### config.mk
export PLATFORM = sky130hd
export DESIGN_NAME = ppp_fifo
export DESIGN_NICKNAME = d
export VERILOG_FILES = /design/src/ppp_pkg.sv /design/src/ppp_fifo.sv
export SDC_FILE = /design/constraint.sdc
export NUM_CORES = 1
export LEC_CHECK = 0
export BUFFER_PORTS_ARGS = -buffer_cell sky130_fd_sc_hd__buf_2
export CAP_MARGIN = 30
export CORE_ASPECT_RATIO = 0.6
export CORE_MARGIN = 1
export CORE_UTILIZATION = 40
export DETAILED_ROUTE_END_ITERATION = 8
export PLACE_DENSITY = 0.66
export SLEW_MARGIN = 10
export SYNTH_ARGS = -nofsm -noshare
export SYNTH_HDL_FRONTEND = slang
export SYNTH_SLANG_ARGS = --single-unit
### constraint.sdc
create_clock -name clk_i -period 2.01 [get_ports clk_i]
set_input_delay 0.402 -clock clk_i [delete_from_list [all_inputs] [get_ports clk_i]]
set_output_delay 0.402 -clock clk_i [all_outputs]
set_load 0.01 [all_outputs]
### src/ppp_pkg.sv
// Shared constants and types for the perspective point projection block.
// No dependencies; imported by every module of the block.
`default_nettype none
package ppp_pkg;

  localparam int unsigned COORD_WIDTH_DEF = 32;
  localparam int unsigned FRAC_BITS_DEF   = 16;

  // Configuration register indexes
  localparam int unsigned NUM_REGS   = 7;
  localparam int unsigned CFG_IDX_W  = 3;
  localparam logic [CFG_IDX_W-1:0] REG_ROW0_C01 = 3'd0;
  localparam logic [CFG_IDX_W-1:0] REG_ROW0_C23 = 3'd1;
  localparam logic [CFG_IDX_W-1:0] REG_ROW1_C01 = 3'd2;
  localparam logic [CFG_IDX_W-1:0] REG_ROW1_C23 = 3'd3;
  localparam logic [CFG_IDX_W-1:0] REG_ROW2_C01 = 3'd4;
  localparam logic [CFG_IDX_W-1:0] REG_ROW2_C23 = 3'd5;
  localparam logic [CFG_IDX_W-1:0] REG_CENTER   = 3'd6;

  localparam int unsigned WORD_W = 32;
  localparam int unsigned CFG_W  = 64;

  // Quotient magnitude is clipped at 2^QLIM_LOG
  localparam int unsigned QLIM_LOG = 40;

  // Queue status towards the back end
  typedef struct packed {
    logic full;
    logic empty;
  } ppp_fifo_st_t;

  // Control travelling with each divider stage
  typedef struct packed {
    logic vld;
    logic side;
    logic neg;
  } ppp_ctl_t;

endpackage
`default_nettype wire

### src/ppp_fifo.sv
// Short queue between front end and divider back end.
// Depends on ppp_pkg for the status struct.
`default_nettype none
module ppp_fifo import ppp_pkg::*; #(
  parameter int unsigned W     = 8,
  parameter int unsigned DEPTH = 2
) (
  input  wire logic         clk_i,
  input  wire logic         rst_ni,
  input  wire logic         push_i,
  input  wire logic [W-1:0] wdata_i,
  input  wire logic         pop_i,
  output logic [W-1:0]      rdata_o,
  output ppp_fifo_st_t      st_o
);

  localparam int unsigned PW = (DEPTH > 1) ? $clog2(DEPTH) : 1;
  localparam int unsigned CW = $clog2(DEPTH + 1);

  logic [W-1:0]  mem [DEPTH];
  logic [PW-1:0] wptr_q, rptr_q;
  logic [CW-1:0] cnt_q;
  logic [W-1:0]  rdata_q;

  assign st_o.full  = (cnt_q == CW'(DEPTH));
  assign st_o.empty = (cnt_q == '0);
  assign rdata_o    = rdata_q;

  // Write entries
  always_ff @(posedge clk_i) begin
    if (push_i) begin
      mem[wptr_q] <= wdata_i;
    end
  end

  // Registered read on a transfer out
  always_ff @(posedge clk_i) begin
    if (pop_i) begin
      rdata_q <= mem[rptr_q];
    end
  end

  // Advance pointers and count
  always_ff @(posedge clk_i or negedge rst_ni) begin
    if (!rst_ni) begin
      wptr_q <= '0;
      rptr_q <= '0;
      cnt_q  <= '0;
    end else begin
      if (push_i) begin
        wptr_q <= (wptr_q == PW'(DEPTH - 1)) ? '0 : wptr_q + 1'b1;
      end
      if (pop_i) begin
        rptr_q <= (rptr_q == PW'(DEPTH - 1)) ? '0 : rptr_q + 1'b1;
      end
      cnt_q <= cnt_q + CW'(push_i) - CW'(pop_i);
    end
  end

  a_no_overflow: assert property (@(posedge clk_i) disable iff (!rst_ni)
    push_i |-> (!st_o.full || pop_i))
    else $error("queue written while full");

  a_no_underflow: assert property (@(posedge clk_i) disable iff (!rst_ni)
    pop_i |-> !st_o.empty)
    else $error("queue read while empty");

endmodule
`default_nettype wire

==> results_tabular.tex <==
\begin{tabular}{lr}
\hline
Metric & Value \\
\hline
\multicolumn{2}{l}{\textbf{Outcome}} \\
Outcome & completed \\
\multicolumn{2}{l}{\textbf{GRT}} \\
Total global routing track utilization & 0.1194 \\
Initial antenna violation count & 0 \\
Global-route wire length before repair & 2277 um \\
Maximum number of pins on one net before global-route repair & 16 \\
Total gr overflow & 0 \\
Vias in the first global route & 455 \\
\multicolumn{2}{l}{\textbf{Logic synthesis}} \\
Synth Area in Simple Gates & 0.02148 \\
Synthesized instance count & 48 \\
Cell area after synthesis & 1049 um\^{}2 \\
Mux share of post-synthesis cell area & 0.1146 \\
Sequential area share after synthesis & 0.7828 \\
Mean cell area of the mapped netlist & 21.84 um\^{}2 \\
Adder and majority cell fraction of the synthesized area & 0.02387 \\
Nets in the synthesized netlist & 62 \\
Synthesis Warnings & 0 \\
Total of flip-flops plus latches after synthesis & 28 \\
Compound-Gate Fraction of Synth Area & 0 \\
Count of cell types in the netlist & 11 \\
Dominant combinational cell family by area after synthesis & multiplexers \\
XOR/XNOR share of the synthesized area & 0.03938 \\
\multicolumn{2}{l}{\textbf{Floorplan}} \\
\# IOs & 22 \\
Die boundary width & 68.10 um \\
Total Die Area & 2837 um\^{}2 \\
Starting density of the core & 0.4540 \\
Height of the chip & 41.66 um \\
Row cnt & 13 \\
Core area & 2310 um\^{}2 \\
\multicolumn{2}{l}{\textbf{STA}} \\
Final period demand of the worst path & 1344 ps \\
Final clock period utilization by the worst path & 0.6684 \\
Worst slew pin tran & 530.4 ps \\
Setup ws final & 666.5 ps \\
Final setup viols & 0 \\
Count of final max-slew check failures & 0 \\
Worst slew margin relative to its limit & 0.6464 \\
Final hold viol count & 0 \\
RSZ-0062 raised after global routing & false \\
Worst-case clock skew & 7.411 ps \\
Achievable frequency & 744.3 MHz \\
Sum of negative setup slack & 0 ps \\
\multicolumn{2}{l}{\textbf{Final layout}} \\
Final cell count without fillers & 104 \\
Net count of the finished layout & 89 \\
Layout cell share with drive strength beyond 1 & 0.4459 \\
Signed area change from the synthesized netlist to the final layout & 18.50\% \\
Number of inserted diodes & 0 \\
\multicolumn{2}{l}{\textbf{Clock network}} \\
Clock latency reported for the late side of the worst-skew pair & 270 ps \\
Post-CTS Hold Fix Bufs & 1 \\
Clock root buffer master & clkbuf\_8 \\
Clock-pin slew on the worst setup and hold paths & 90 ps \\
Number of buffers added for setup after CTS & 0 \\
Clock tree buffer depth & 2 \\
TritonCTS clock tree & yes \\
Number of clock sinks seen by CTS & 28 \\
\# H-tree levels & 1 \\
Number of instances resized during post-cts repair & 0 \\
CTS buffer count & 3 \\
\multicolumn{2}{l}{\textbf{Power}} \\
Relative contribution of the clock network to total power & 0.188 \\
Total power density per cell area & 1273 nW/um\^{}2 \\
Largest voltage drop on the vdd net & 0.6529 mV \\
Internal power & 1.183 mW \\
Net Sw Power & 0.3983 mW \\
Share of total power in sequential cells & 0.571 \\
Leakage power & 0.5161 nW \\
Part of the power in combinational logic & 0.241 \\
Switching share of total power & 0.2519 \\
\multicolumn{2}{l}{\textbf{Placed design}} \\
Port buffer count & 21 \\
Cell count after placement & 99 \\
Routability congestion estimate from global placement & 0.6714 \\
Post-placement setup slack & 534.4 ps \\
\multicolumn{2}{l}{\textbf{Route}} \\
Number of iterations in the first detailed-routing pass & 4 \\
Detail-routed via count per cell & 4.548 \\
Wire length per cell & 13.55 um \\
First DRT Iteration DRCs & 27 \\
Post-route DRC & 0 \\
Remaining antenna violation count & 0 \\
Via total after detailed routing & 473 \\
Final Routed Wirelength & 1409 um \\
\multicolumn{2}{l}{\textbf{Worst setup path}} \\
Required time of the worst setup path & 1610 ps \\
Worst Path Class, Setup & flop to output port \\
Critical path fanouts, max & 3 \\
Crit. End Element & output port \\
Critical Path AT & 940 ps \\
Critical Path Start Type & flop \\
\multicolumn{2}{l}{\textbf{Run}} \\
Number of violations of the max-capacitance limit & 0 \\
\multicolumn{2}{l}{\textbf{Min path}} \\
Type of the worst min-delay path & input port to flop \\
\hline
\end{tabular}
[critical path: stages, from the launching register on]
cell     delay [ps]
dfrtp_1         410
nor2b_1         130
buf_2           130
[path summary, 6_finish.rpt]
| path | start | end | slack (ps) | depth (start not counted) |
|---|---|---|---|---|
| worst max-delay path | cnt_q[1]$_DFF_PN0_ | st_o[1] | 670 | 2 |
| worst min-delay path | wdata_i[6] | mem[1][6]$_DFFE_PP_ | 320 | 1 |
| worst max register to register | rptr_q$_DFFE_PN0P_ | rdata_o[7]$_DFFE_PP_ | 750 | 1 |
| worst min register to register | wptr_q$_DFFE_PN0P_ | wptr_q$_DFFE_PN0P_ | 500 | 1 |
| max in group asynchronous | rst_ni | rptr_q$_DFFE_PN0P_ | 1420 | 2 |
| min in group asynchronous | rst_ni | cnt_q[1]$_DFF_PN0_ | 460 | 2 |
[layout make-up]
type                    instances  area [um^2]
multi-input cells              17        209.0
fillers                       198         1067
well taps                      30        37.54
inverters                       2        7.507
flip-flops and latches         28        820.8
clock buffers                   4        45.04
repair buffers                 23        122.6
[sequential cells by signal (all words and copies together) (netlist names)]
register  count
wptr_q        1
cnt_q         2
rdata_o       8
rptr_q        1
mem          16
[through the flow]
step                utilization  power, mW  instance area (um^2)  hold slack (ps)
global route             0.5379      1.677                  1242            297.9
CTS                      0.5379      1.601                  1242            307.5
global placement         0.5141      1.286                  1187            211.3
floorplan                     -      1.190                  1049            106.4
finish                   0.5379      1.581                  1242            318.4
detailed placement       0.5141      1.307                  1187            220.4
[power by group through the flow]
stage / registers [mW] / clock network [mW] / logic (mW)
2_1_floorplan: 0.886 / 0 / 0.305
3_3_place_gp: 0.913 / 0 / 0.373
3_5_place_dp: 0.920 / 0 / 0.386
4_1_cts: 0.907 / 0.305 / 0.389
5_1_grt: 0.923 / 0.337 / 0.418
6_report: 0.903 / 0.297 / 0.382
[metal layers]
metal | routed length (um) | up-vias | GRT usage
met1 | 567 | 231 | 0.1389
li1 | - | 229 | -
met4 | 0 | 0 | 0.01250
met3 | 73 | 0 | 0.06593
met2 | 769 | 13 | 0.1980
met5 | 0 | - | 0
[synthesized netlist by cell type (all sizes together)]
| cell type | instances | area, um^2 |
|---|---|---|
| and2 | 1 | 6.260 |
| dfrtp | 4 | 100.1 |
| edfxtp | 24 | 720.7 |
| nor2b | 2 | 12.51 |
| ha | 2 | 25.02 |
| mux2 | 8 | 120.1 |
| xor2 | 2 | 17.52 |
| xor3 | 1 | 23.77 |
| buf | 1 | 11.26 |
| nor2 | 1 | 3.750 |
| inv | 2 | 7.510 |
[cells by family (layout without fill, tap and decap cells)]
group                    after synthesis  count (layout)
AND/OR/NAND/NOR                        4               4
XOR/XNOR                               3               3
flip-flops                            28              28
multiplexers                           8               8
adder cells (fa/ha/maj)                2               2
buffers and inverters                  3              29
[layout by cell type, fill, tap and decap left out]
| cell | netlist | layout |
|---|---|---|
| clkbuf_1 | 0 | 1 |
| nor2b_1 | 2 | 2 |
| mux2_4 | 8 | 8 |
| inv_1 | 2 | 2 |
| ha_1 | 2 | 2 |
| buf_2 | 0 | 21 |
| clkbuf_8 | 0 | 3 |
| xor2_1 | 2 | 2 |
| buf_4 | 0 | 1 |
| xor3_1 | 1 | 1 |
| edfxtp_1 | 24 | 24 |
| nor2_1 | 1 | 1 |
| and2_1 | 1 | 1 |
| dfrtp_1 | 4 | 4 |
| dlygate4sd3_1 | 0 | 1 |
(Power assumes the default switching activity.)
